[config.mk]
export PLATFORM = sky130hd
export DESIGN_NAME = alpha_blend_rect_compositor
export DESIGN_NICKNAME = d
export VERILOG_FILES = /design/src/hdl/abrc_pkg.sv /design/src/hdl/abrc_front.sv /design/src/hdl/abrc_back.sv /design/src/hdl/alpha_blend_rect_compositor.sv
export SDC_FILE = /design/constraint.sdc
export NUM_CORES = 2
export LEC_CHECK = 0
export BUFFER_PORTS_ARGS = -buffer_cell sky130_fd_sc_hd__buf_4
export CORE_UTILIZATION = 58
export CTS_CLUSTER_SIZE = 14
export DETAILED_ROUTE_END_ITERATION = 8
export GPL_ROUTABILITY_DRIVEN = 0
export GPL_TIMING_DRIVEN = 0
export PLACE_DENSITY = 0.75
export SKIP_LAST_GASP = 1
export SYNTH_ARGS = -nofsm -noshare
export SYNTH_HDL_FRONTEND = slang
export SYNTH_SLANG_ARGS = --single-unit
[constraint.sdc]
create_clock -name clk_i -period 15.29 [get_ports clk_i]
set_input_delay 3.058 -clock clk_i [delete_from_list [all_inputs] [get_ports clk_i]]
set_output_delay 3.058 -clock clk_i [all_outputs]
set_load 0.01 [all_outputs]
[src/hdl/abrc_pkg.sv]
// Shared types, constants and helpers for the alpha blend rectangle compositor.
// No dependencies; every other file imports this package.
package abrc_pkg;

  // Rectangle and address geometry
  localparam int unsigned MAX_DIM    = 4096;
  localparam int unsigned DIM_BITS   = 12;
  localparam int unsigned REG_BITS   = 13;
  localparam int unsigned ADDR_BITS  = 24;
  localparam int unsigned PROD_BITS  = 26;   // (origin_y + row) * frame_width
  localparam int unsigned SUM_BITS   = 27;   // product + origin_x + column

  // Queue depths
  localparam int unsigned MIDQ_DEPTH = 2;
  localparam int unsigned OUTQ_DEPTH = 4;

  // Configuration register indexes
  typedef enum logic [2:0] {
    CFG_RECT_WIDTH   = 3'd0,
    CFG_RECT_HEIGHT  = 3'd1,
    CFG_FRAME_WIDTH  = 3'd2,
    CFG_ORIGIN_X     = 3'd3,
    CFG_ORIGIN_Y     = 3'd4
  } cfg_idx_e;

  typedef struct packed {
    logic [31:0] src_pixel;
    logic [31:0] dst_pixel;
  } in_word_t;

  typedef struct packed {
    logic [31:0]          blended_pixel;
    logic [ADDR_BITS-1:0] frame_address;
    logic                 address_overflow;
    logic                 last_pixel;
  } out_word_t;

  typedef struct packed {
    logic [REG_BITS-1:0] rect_width;
    logic [REG_BITS-1:0] rect_height;
    logic [REG_BITS-1:0] frame_width;
    logic [DIM_BITS-1:0] origin_x;
    logic [DIM_BITS-1:0] origin_y;
  } cfg_t;

  // One classified word handed from front to back
  typedef struct packed {
    in_word_t            pix;
    logic [DIM_BITS-1:0] col;
    logic [DIM_BITS-1:0] row;
    logic                last;
  } job_t;

  // Last valid index of a dimension: 0 acts as 1, above MAX_DIM acts as MAX_DIM
  function automatic logic [DIM_BITS-1:0] dim_last(input logic [REG_BITS-1:0] v);
    logic [DIM_BITS-1:0] res;
    if (v == '0) begin
      res = '0;
    end else if (v >= REG_BITS'(MAX_DIM)) begin
      res = DIM_BITS'(MAX_DIM - 1);
    end else begin
      res = v[DIM_BITS-1:0] - DIM_BITS'(1);
    end
    return res;
  endfunction

  // Exact floor(x / 255) for x up to 255*255
  function automatic logic [7:0] div255(input logic [15:0] x);
    logic [16:0] t;
    t = {1'b0, x} + {9'b0, x[15:8]} + 17'd1;
    return t[15:8];
  endfunction

endpackage

[src/hdl/abrc_front.sv]
// Front end: accepts pixel words, tracks column/row position and marks the last pixel.
// Classified words wait in a short queue for the back end. Depends on abrc_pkg.
module abrc_front import abrc_pkg::*; (
  input  logic     clk_i,
  input  logic     rst_ni,
  input  cfg_t     cfg_i,
  input  logic     push,
  output logic     full,
  input  in_word_t in_word_i,
  output logic     job_valid_o,
  output job_t     job_o,
  input  logic     job_take_i
);

  localparam int unsigned PtrBits = $clog2(MIDQ_DEPTH);
  localparam int unsigned CntBits = $clog2(MIDQ_DEPTH + 1);

  logic [DIM_BITS-1:0] col_q, col_d, row_q, row_d;
  logic [DIM_BITS-1:0] w_last, h_last;
  logic                end_col, end_row, accept;

  job_t               queue_q [MIDQ_DEPTH];
  logic [PtrBits-1:0] wr_ptr_q, rd_ptr_q;
  logic [CntBits-1:0] count_q;
  logic               take;

  assign full   = (count_q == CntBits'(MIDQ_DEPTH));
  assign accept = push && !full;
  assign take   = job_take_i && (count_q != '0);

  // Position tracking
  always_comb begin
    w_last  = dim_last(cfg_i.rect_width);
    h_last  = dim_last(cfg_i.rect_height);
    end_col = (col_q >= w_last);
    end_row = (row_q >= h_last);
    col_d   = col_q;
    row_d   = row_q;
    if (accept) begin
      if (end_col) begin
        col_d = '0;
        row_d = end_row ? '0 : row_q + DIM_BITS'(1);
      end else begin
        col_d = col_q + DIM_BITS'(1);
      end
    end
  end

  always_ff @(posedge clk_i or negedge rst_ni) begin
    if (!rst_ni) begin
      col_q <= '0;
      row_q <= '0;
    end else begin
      col_q <= col_d;
      row_q <= row_d;
    end
  end

  // Queue toward the back end: control state
  always_ff @(posedge clk_i or negedge rst_ni) begin
    if (!rst_ni) begin
      wr_ptr_q <= '0;
      rd_ptr_q <= '0;
      count_q  <= '0;
    end else begin
      if (accept) wr_ptr_q <= wr_ptr_q + PtrBits'(1);
      if (take)   rd_ptr_q <= rd_ptr_q + PtrBits'(1);
      unique case ({accept, take})
        2'b10:   count_q <= count_q + CntBits'(1);
        2'b01:   count_q <= count_q - CntBits'(1);
        default: count_q <= count_q;
      endcase
    end
  end

  // Queue storage
  always_ff @(posedge clk_i) begin
    if (accept) begin
      queue_q[wr_ptr_q] <= '{pix: in_word_i, col: col_q, row: row_q,
                             last: end_col && end_row};
    end
  end

  assign job_valid_o = (count_q != '0);
  assign job_o       = queue_q[rd_ptr_q];

endmodule

[src/hdl/abrc_back.sv]
// Back end: blends the color channels and forms the frame address in two steps,
// then holds results in an output queue. Depends on abrc_pkg.
module abrc_back import abrc_pkg::*; (
  input  logic      clk_i,
  input  logic      rst_ni,
  input  cfg_t      cfg_i,
  input  logic      job_valid_i,
  input  job_t      job_i,
  output logic      job_take_o,
  output logic      empty,
  input  logic      pop,
  output out_word_t out_word_o
);

  localparam int unsigned PtrBits = $clog2(OUTQ_DEPTH);
  localparam int unsigned CntBits = $clog2(OUTQ_DEPTH + 1);

  // Product stage registers
  logic                 s1_valid_q;
  logic [15:0]          s1_sa_q [3];
  logic [15:0]          s1_da_q [3];
  logic [7:0]           s1_alpha_q;
  logic [PROD_BITS-1:0] s1_prod_q;
  logic [DIM_BITS:0]    s1_offs_q;
  logic                 s1_last_q;

  logic [7:0]           alpha, inv_alpha;
  logic [DIM_BITS:0]    row_abs;
  logic [15:0]          mix [3];
  logic [SUM_BITS-1:0]  addr_full;
  out_word_t            result;

  out_word_t          queue_q [OUTQ_DEPTH];
  logic [PtrBits-1:0] wr_ptr_q, rd_ptr_q;
  logic [CntBits-1:0] count_q;
  logic [CntBits:0]   committed;
  logic               push_res, pop_res;

  // Issue only when the result queue has room for everything in flight
  assign committed  = {1'b0, count_q} + {{CntBits{1'b0}}, s1_valid_q};
  assign job_take_o = job_valid_i && (committed < (CntBits + 1)'(OUTQ_DEPTH));

  assign alpha     = job_i.pix.src_pixel[31:24];
  assign inv_alpha = 8'd255 - alpha;
  assign row_abs   = {1'b0, cfg_i.origin_y} + {1'b0, job_i.row};

  always_ff @(posedge clk_i or negedge rst_ni) begin
    if (!rst_ni) begin
      s1_valid_q <= 1'b0;
    end else begin
      s1_valid_q <= job_take_o;
    end
  end

  // Channel and address products
  always_ff @(posedge clk_i) begin
    if (job_take_o) begin
      for (int c = 0; c < 3; c++) begin
        s1_sa_q[c] <= 16'(job_i.pix.src_pixel[8*c +: 8]) * 16'(alpha);
        s1_da_q[c] <= 16'(job_i.pix.dst_pixel[8*c +: 8]) * 16'(inv_alpha);
      end
      s1_alpha_q <= alpha;
      s1_prod_q  <= PROD_BITS'(row_abs) * PROD_BITS'(cfg_i.frame_width);
      s1_offs_q  <= {1'b0, cfg_i.origin_x} + {1'b0, job_i.col};
      s1_last_q  <= job_i.last;
    end
  end

  // Sum, divide by 255, final address add
  always_comb begin
    for (int c = 0; c < 3; c++) begin
      mix[c] = s1_sa_q[c] + s1_da_q[c];
    end
    addr_full = {1'b0, s1_prod_q} + {{(SUM_BITS - DIM_BITS - 1){1'b0}}, s1_offs_q};
    result.blended_pixel    = {s1_alpha_q, div255(mix[2]), div255(mix[1]),
                               div255(mix[0])};
    result.frame_address    = addr_full[ADDR_BITS-1:0];
    result.address_overflow = |addr_full[SUM_BITS-1:ADDR_BITS];
    result.last_pixel       = s1_last_q;
  end

  // Result queue control
  assign push_res = s1_valid_q;
  assign empty    = (count_q == '0);
  assign pop_res  = pop && !empty;

  always_ff @(posedge clk_i or negedge rst_ni) begin
    if (!rst_ni) begin
      wr_ptr_q <= '0;
      rd_ptr_q <= '0;
      count_q  <= '0;
    end else begin
      if (push_res) wr_ptr_q <= wr_ptr_q + PtrBits'(1);
      if (pop_res)  rd_ptr_q <= rd_ptr_q + PtrBits'(1);
      unique case ({push_res, pop_res})
        2'b10:   count_q <= count_q + CntBits'(1);
        2'b01:   count_q <= count_q - CntBits'(1);
        default: count_q <= count_q;
      endcase
    end
  end

  always_ff @(posedge clk_i) begin
    if (push_res) queue_q[wr_ptr_q] <= result;
  end

  assign out_word_o = queue_q[rd_ptr_q];

endmodule

[src/hdl/alpha_blend_rect_compositor.sv]
// Top level of the alpha blend rectangle compositor: configuration registers,
// front end and back end. Depends on abrc_pkg, abrc_front and abrc_back.
//
// Source-over blending of a source rectangle onto a frame, one word per clock.
// Push source and destination pixels in raster order; each word gives one result
// with the blended pixel (source alpha kept), the frame address wrapped to 24 bits
// with an overflow flag, and a flag on the rectangle's last pixel. Sustained rate
// is one word per cycle while results are popped; a taken word passes through the
// two-entry classify queue and the multiply stage, whose sums are written straight
// into the four-entry result queue. Write registers only while idle.
module alpha_blend_rect_compositor import abrc_pkg::*; (
  input  logic                clk_i,
  input  logic                rst_ni,
  input  logic                cfg_we_i,
  input  logic [2:0]          cfg_index_i,
  input  logic [REG_BITS-1:0] cfg_data_i,
  input  logic                push,
  output logic                full,
  input  in_word_t            in_word_i,
  output logic                empty,
  input  logic                pop,
  output out_word_t           out_word_o
);

  cfg_t cfg_q;
  logic job_valid, job_take;
  job_t job;

  // Configuration registers
  always_ff @(posedge clk_i or negedge rst_ni) begin
    if (!rst_ni) begin
      cfg_q.rect_width    <= REG_BITS'(1);
      cfg_q.rect_height   <= REG_BITS'(1);
      cfg_q.frame_width   <= REG_BITS'(1);
      cfg_q.origin_x      <= '0;
      cfg_q.origin_y      <= '0;
    end else if (cfg_we_i) begin
      unique case (cfg_idx_e'(cfg_index_i))
        CFG_RECT_WIDTH:    cfg_q.rect_width    <= cfg_data_i;
        CFG_RECT_HEIGHT:   cfg_q.rect_height   <= cfg_data_i;
        CFG_FRAME_WIDTH:   cfg_q.frame_width   <= cfg_data_i;
        CFG_ORIGIN_X:      cfg_q.origin_x      <= cfg_data_i[DIM_BITS-1:0];
        CFG_ORIGIN_Y:      cfg_q.origin_y      <= cfg_data_i[DIM_BITS-1:0];
        default:           cfg_q               <= cfg_q;
      endcase
    end
  end

  abrc_front u_front (
    .clk_i       (clk_i),
    .rst_ni      (rst_ni),
    .cfg_i       (cfg_q),
    .push        (push),
    .full        (full),
    .in_word_i   (in_word_i),
    .job_valid_o (job_valid),
    .job_o       (job),
    .job_take_i  (job_take)
  );

  abrc_back u_back (
    .clk_i       (clk_i),
    .rst_ni      (rst_ni),
    .cfg_i       (cfg_q),
    .job_valid_i (job_valid),
    .job_i       (job),
    .job_take_o  (job_take),
    .empty       (empty),
    .pop         (pop),
    .out_word_o  (out_word_o)
  );

endmodule
==> Implementation_results.wiki <==
{| class="wikitable"
! Metric !! Value
|-
| Outcome || finished, final reports clean
|-
| Cells resized by post-CTS repair || 0
|-
| Endpoint class of the critical path || flip-flop
|-
| Combined area of the multi-input logic cells || around 25000 sq um
|-
| Placed Cells || a little over 5000
|-
| Fillers || roughly 6000
|-
| Req. time, crit path || between 15 and 20 ns
|-
| Area of the placeable core || 78900 sq um
|-
| Netlist area before placement || roughly 46000 sq um
|-
| Vias/cell || around 5.7
|-
| # setup viols final || 0
|-
| Post-CTS repair timing setup buffer count || 0
|-
| Effective utilization at floorplan || 0.585
|-
| Relative slew slack || 0.0527
|-
| Post-detailed-routing wire length || around 100000 microns
|-
| Buffers plus inverters on the worst setup path || 10
|-
| Iter 0 DRT Violations || ~2400
|-
| Number of distinct standard cells referenced by the synthesized netlist || slightly above 90
|-
| Fraction of synthesis flops using an asynchronous set or reset pin || 0.155
|-
| Initial antenna violation count || 1
|-
| Cell family with the largest share of critical-path delay || adder cells
|-
| Number of ports placed on the die boundary || between 100 and 150
|-
| Library cell used as clock root buffer || sky130_fd_sc_hd__clkbuf_16
|-
| Hold buffer count at cts || 0
|-
| Maximum count of clock buffers along a single path || 3
|-
| Syn avg cell area || around 12 sq um
|-
| Slowest stage cell on the critical path || sky130_fd_sc_hd__buf_1
|-
| Horizontal extent of the die || between 200 and 300 microns
|-
| Syn Inst Count || 3959
|-
| Antenna cell count || 0
|-
| Most used cell, CP || sky130_fd_sc_hd__fa_1
|-
| Share of post-route cells with drive strength above 1 || 0.120
|-
| Fin crit period || around 10 ns
|-
| Remaining Overflow, GRT || 0
|-
| Endpoint arrival time on the critical path || 10.41 ns
|-
| Port-buffer cells || between 100 and 150
|-
| H-tree depth || 3
|-
| Die ar. || 80700 sq um
|-
| Tcrit/Tclk final || 0.659
|-
| Total GRT Usage || 0.260
|-
| Flip-flop and latch count after synthesis || 637
|-
| Number of warning messages in the yosys log || 0
|-
| Cell Count, Final, Fillers Out || 5286
|-
| Slowest cell delay on critical path || approximately 0.68 ns
|-
| Critical Path Fanout Max || 10
|-
| Routed vias || just over 30000
|-
| Post-detailed-route count of antenna-violating nets || 0
|-
| Clock tree from TritonCTS || done
|-
| Syn Nets || between 4000 and 5000
|-
| Layout Nets || roughly 5000
|-
| Area Growth Syn to Fin || 10.9%
|-
| CTS sink cnt || ~640
|-
| Number of endpoints with negative hold slack in the final report || 0
|-
| Skew-Pair Late Insertion Delay || about 0.63 ns
|-
| Highest Clock Rate || a little under 0.1 GHz
|-
| Sequential cell area in the final layout || about 19000 sq um
|-
| Critical Setup Path Class || flip-flop to flip-flop
|-
| Transition time at the pin with the least slew margin || ~1.4 ns
|-
| Launching element type of the critical path || flip-flop
|-
| Final max-slew violation count || 0
|-
| DRC || 0
|-
| Std cell rows || around 100
|-
| Maximum number of pins on one net before global-route repair || between 60 and 70
|-
| Post-DR wirelength/cell || 19.5 microns
|-
| Setup repair after global routing missed its margin || no
|-
| Global-route wire length before repair || ~160000 microns
|-
| Vertical die dimension || ~280 microns
|-
| Count of max-cap constraint violations || 0
|-
| Number of enable-type register cells in the synthesized netlist || ~540
|-
| Most used flip-flop cell after synthesis || sky130_fd_sc_hd__edfxtp_1
|-
| Part of the Yosys area used for sequential elements || 0.404
|-
| Detailed-router iteration count before antenna repair || 7
|-
| Vias in the first global route || ~30000
|-
| Post-detailed-placement half-perimeter wirelength || 78500 microns
|-
| Clock slew seen by the registers of the worst setup and hold paths || roughly 0.06 ns
|-
| Clock tree skew after final layout || between 0.02 and 0.03 ns
|-
| Clock buffer count from CTS || 68
|-
| Worst hold-check path type || flip-flop to flip-flop
|}
[cell usage after synthesis (71+ instances only)]
| master | n | area, sq um |
|---|---|---|
| sky130_fd_sc_hd__dfrtp_1 | 96 | 2400 |
| sky130_fd_sc_hd__ha_1 | 424 | 5310 |
| sky130_fd_sc_hd__edfxtp_1 | 538 | 16200 |
| sky130_fd_sc_hd__a21oi_1 | 104 | 521 |
| sky130_fd_sc_hd__and2_1 | 97 | 607 |
| sky130_fd_sc_hd__nand2_1 | 331 | 1240 |
| sky130_fd_sc_hd__nor2_1 | 324 | 1220 |
| sky130_fd_sc_hd__inv_1 | 498 | 1870 |
| sky130_fd_sc_hd__xnor2_1 | 146 | 1280 |
| sky130_fd_sc_hd__fa_1 | 344 | 6890 |
| sky130_fd_sc_hd__clkbuf_1 | 86 | 323 |
| sky130_fd_sc_hd__mux2_2 | 119 | 1340 |
| sky130_fd_sc_hd__o21ai_0 | 71 | 355 |
[worst reg2reg max path: cells and delay by family (launching register included)]
kind | cells | cell delay, ns
compound gates | 7 | 1.47
simple gates | 7 | 1.79
fa+ha+maj | 8 | 3.51
buf+inv | 10 | 2.23
xor+xnor | 1 | 0.14
flops | 1 | 0.33
mux | 1 | 0.34
[area by class of cell]
type,count,share of cell area
multi-input cells,2710,0.493
flip-flops and latches,637,0.364
inverters,500,0.0367
clock buffers,81,0.0348
well taps,1050,0.0257
repair buffers,152,0.0251
clock inverters,44,0.0113
plain buffers,112,0.00873
[per-stage QoR]
step	setup WS [ns]	hold slack (ns)	setup TNS, ns	utilization	instance area [sq um]
floorplan	1.27	0.459	0	-	46200
global placement	-3.61	0.476	-344.57	0.615	48500
detailed placement	5.35	0.490	0	0.619	48800
CTS	5.33	0.470	0	0.649	51100
global route	4.86	0.492	0	0.649	51200
finish	5.22	0.475	0	0.649	51200
[layout by cell type (no fill, tap or decap), types with 8 or more instances in the layout]
cell type	n
sky130_fd_sc_hd__a211oi_1	16
sky130_fd_sc_hd__a21boi_0	18
sky130_fd_sc_hd__a21o_1	49
sky130_fd_sc_hd__a21oi_1	104
sky130_fd_sc_hd__a22o_1	11
sky130_fd_sc_hd__a31oi_1	15
sky130_fd_sc_hd__and2_1	93
sky130_fd_sc_hd__and3_1	34
sky130_fd_sc_hd__buf_1	12
sky130_fd_sc_hd__buf_2	12
sky130_fd_sc_hd__buf_4	138
sky130_fd_sc_hd__buf_8	8
sky130_fd_sc_hd__bufinv_16	8
sky130_fd_sc_hd__clkbuf_1	96
sky130_fd_sc_hd__clkbuf_16	68
sky130_fd_sc_hd__clkinv_1	13
sky130_fd_sc_hd__clkinv_2	8
sky130_fd_sc_hd__dfrtp_1	96
sky130_fd_sc_hd__edfxtp_1	538
sky130_fd_sc_hd__fa_1	344
sky130_fd_sc_hd__ha_1	424
sky130_fd_sc_hd__inv_1	498
sky130_fd_sc_hd__mux2_2	119
sky130_fd_sc_hd__mux2i_1	60
sky130_fd_sc_hd__mux4_2	58
sky130_fd_sc_hd__nand2_1	331
sky130_fd_sc_hd__nand2b_1	58
sky130_fd_sc_hd__nand3_1	50
sky130_fd_sc_hd__nand4_1	12
sky130_fd_sc_hd__nor2_1	323
sky130_fd_sc_hd__nor2b_1	41
sky130_fd_sc_hd__nor3_1	51
sky130_fd_sc_hd__o21a_1	14
sky130_fd_sc_hd__o21ai_0	71
sky130_fd_sc_hd__o21ai_1	13
sky130_fd_sc_hd__o21bai_1	12
sky130_fd_sc_hd__or2_2	23
sky130_fd_sc_hd__or3_1	25
sky130_fd_sc_hd__xnor2_1	146
sky130_fd_sc_hd__xor2_1	56
[worst paths after layout]
path / start / endpoint / slack (ns) / cells past startpoint
max in group asynchronous: rst_ni / cfg_q[50]$_DFFE_PN1P_ / 12.10 / 2
max reg2reg: u_front.rd_ptr_q$_DFFE_PN0P_ / u_back.s1_prod_q[25]$_DFFE_PP_ / 5.22 / 34
max: u_front.rd_ptr_q$_DFFE_PN0P_ / u_back.s1_prod_q[25]$_DFFE_PP_ / 5.22 / 34
min: u_back.s1_alpha_q[1]$_DFFE_PP_ / u_back.queue_q[2][51]$_DFFE_PP_ / 0.48 / 0
min reg2reg: u_back.s1_alpha_q[1]$_DFFE_PP_ / u_back.queue_q[2][51]$_DFFE_PP_ / 0.48 / 0
min in group asynchronous: rst_ni / u_back.rd_ptr_q[1]$_DFFE_PN0P_ / 2.42 / 1
[per-layer routing]
metal | up-vias | GRT usage | wire length [microns]
met5 | - | 0 | 0
met4 | 0 | 0.0776 | 2590
met3 | 189 | 0.0539 | 8590
met2 | 1052 | 0.407 | 46300
met1 | 14900 | 0.369 | 45600
li1 | 14000 | - | -
[logic make-up (layout without fill, tap and decap cells)]
group,count (synthesis),count (layout),share of synthesized area
compound gates,414,414,0.0616
xor+xnor,203,203,0.0387
fa+ha+maj,768,768,0.264
buf+inv,612,889,0.0503
flops,637,637,0.404
mux,241,241,0.0712
simple gates,1084,1084,0.110
[sequential cells by signal (all words and copies together) (netlist names)]
register           count
u_back.rd_ptr_q        2
u_back.s1_sa_q        48
u_front.queue_q      162
u_back.push_res        1
u_back.s1_da_q        48
u_front.rd_ptr_q       1
u_back.s1_last_q       1
u_back.queue_q       232
cfg_q                 63
u_back.wr_ptr_q        2
u_back.s1_prod_q      26
u_back.s1_offs_q      13
u_front.row_q         12
u_back.s1_alpha_q      8
u_front.count_q        2
u_front.wr_ptr_q       1
u_front.col_q         12
u_back.count_q         3
Power is not shown: default switching activity piles up to over one toggle a cycle in this logic, so the estimate is an artifact.
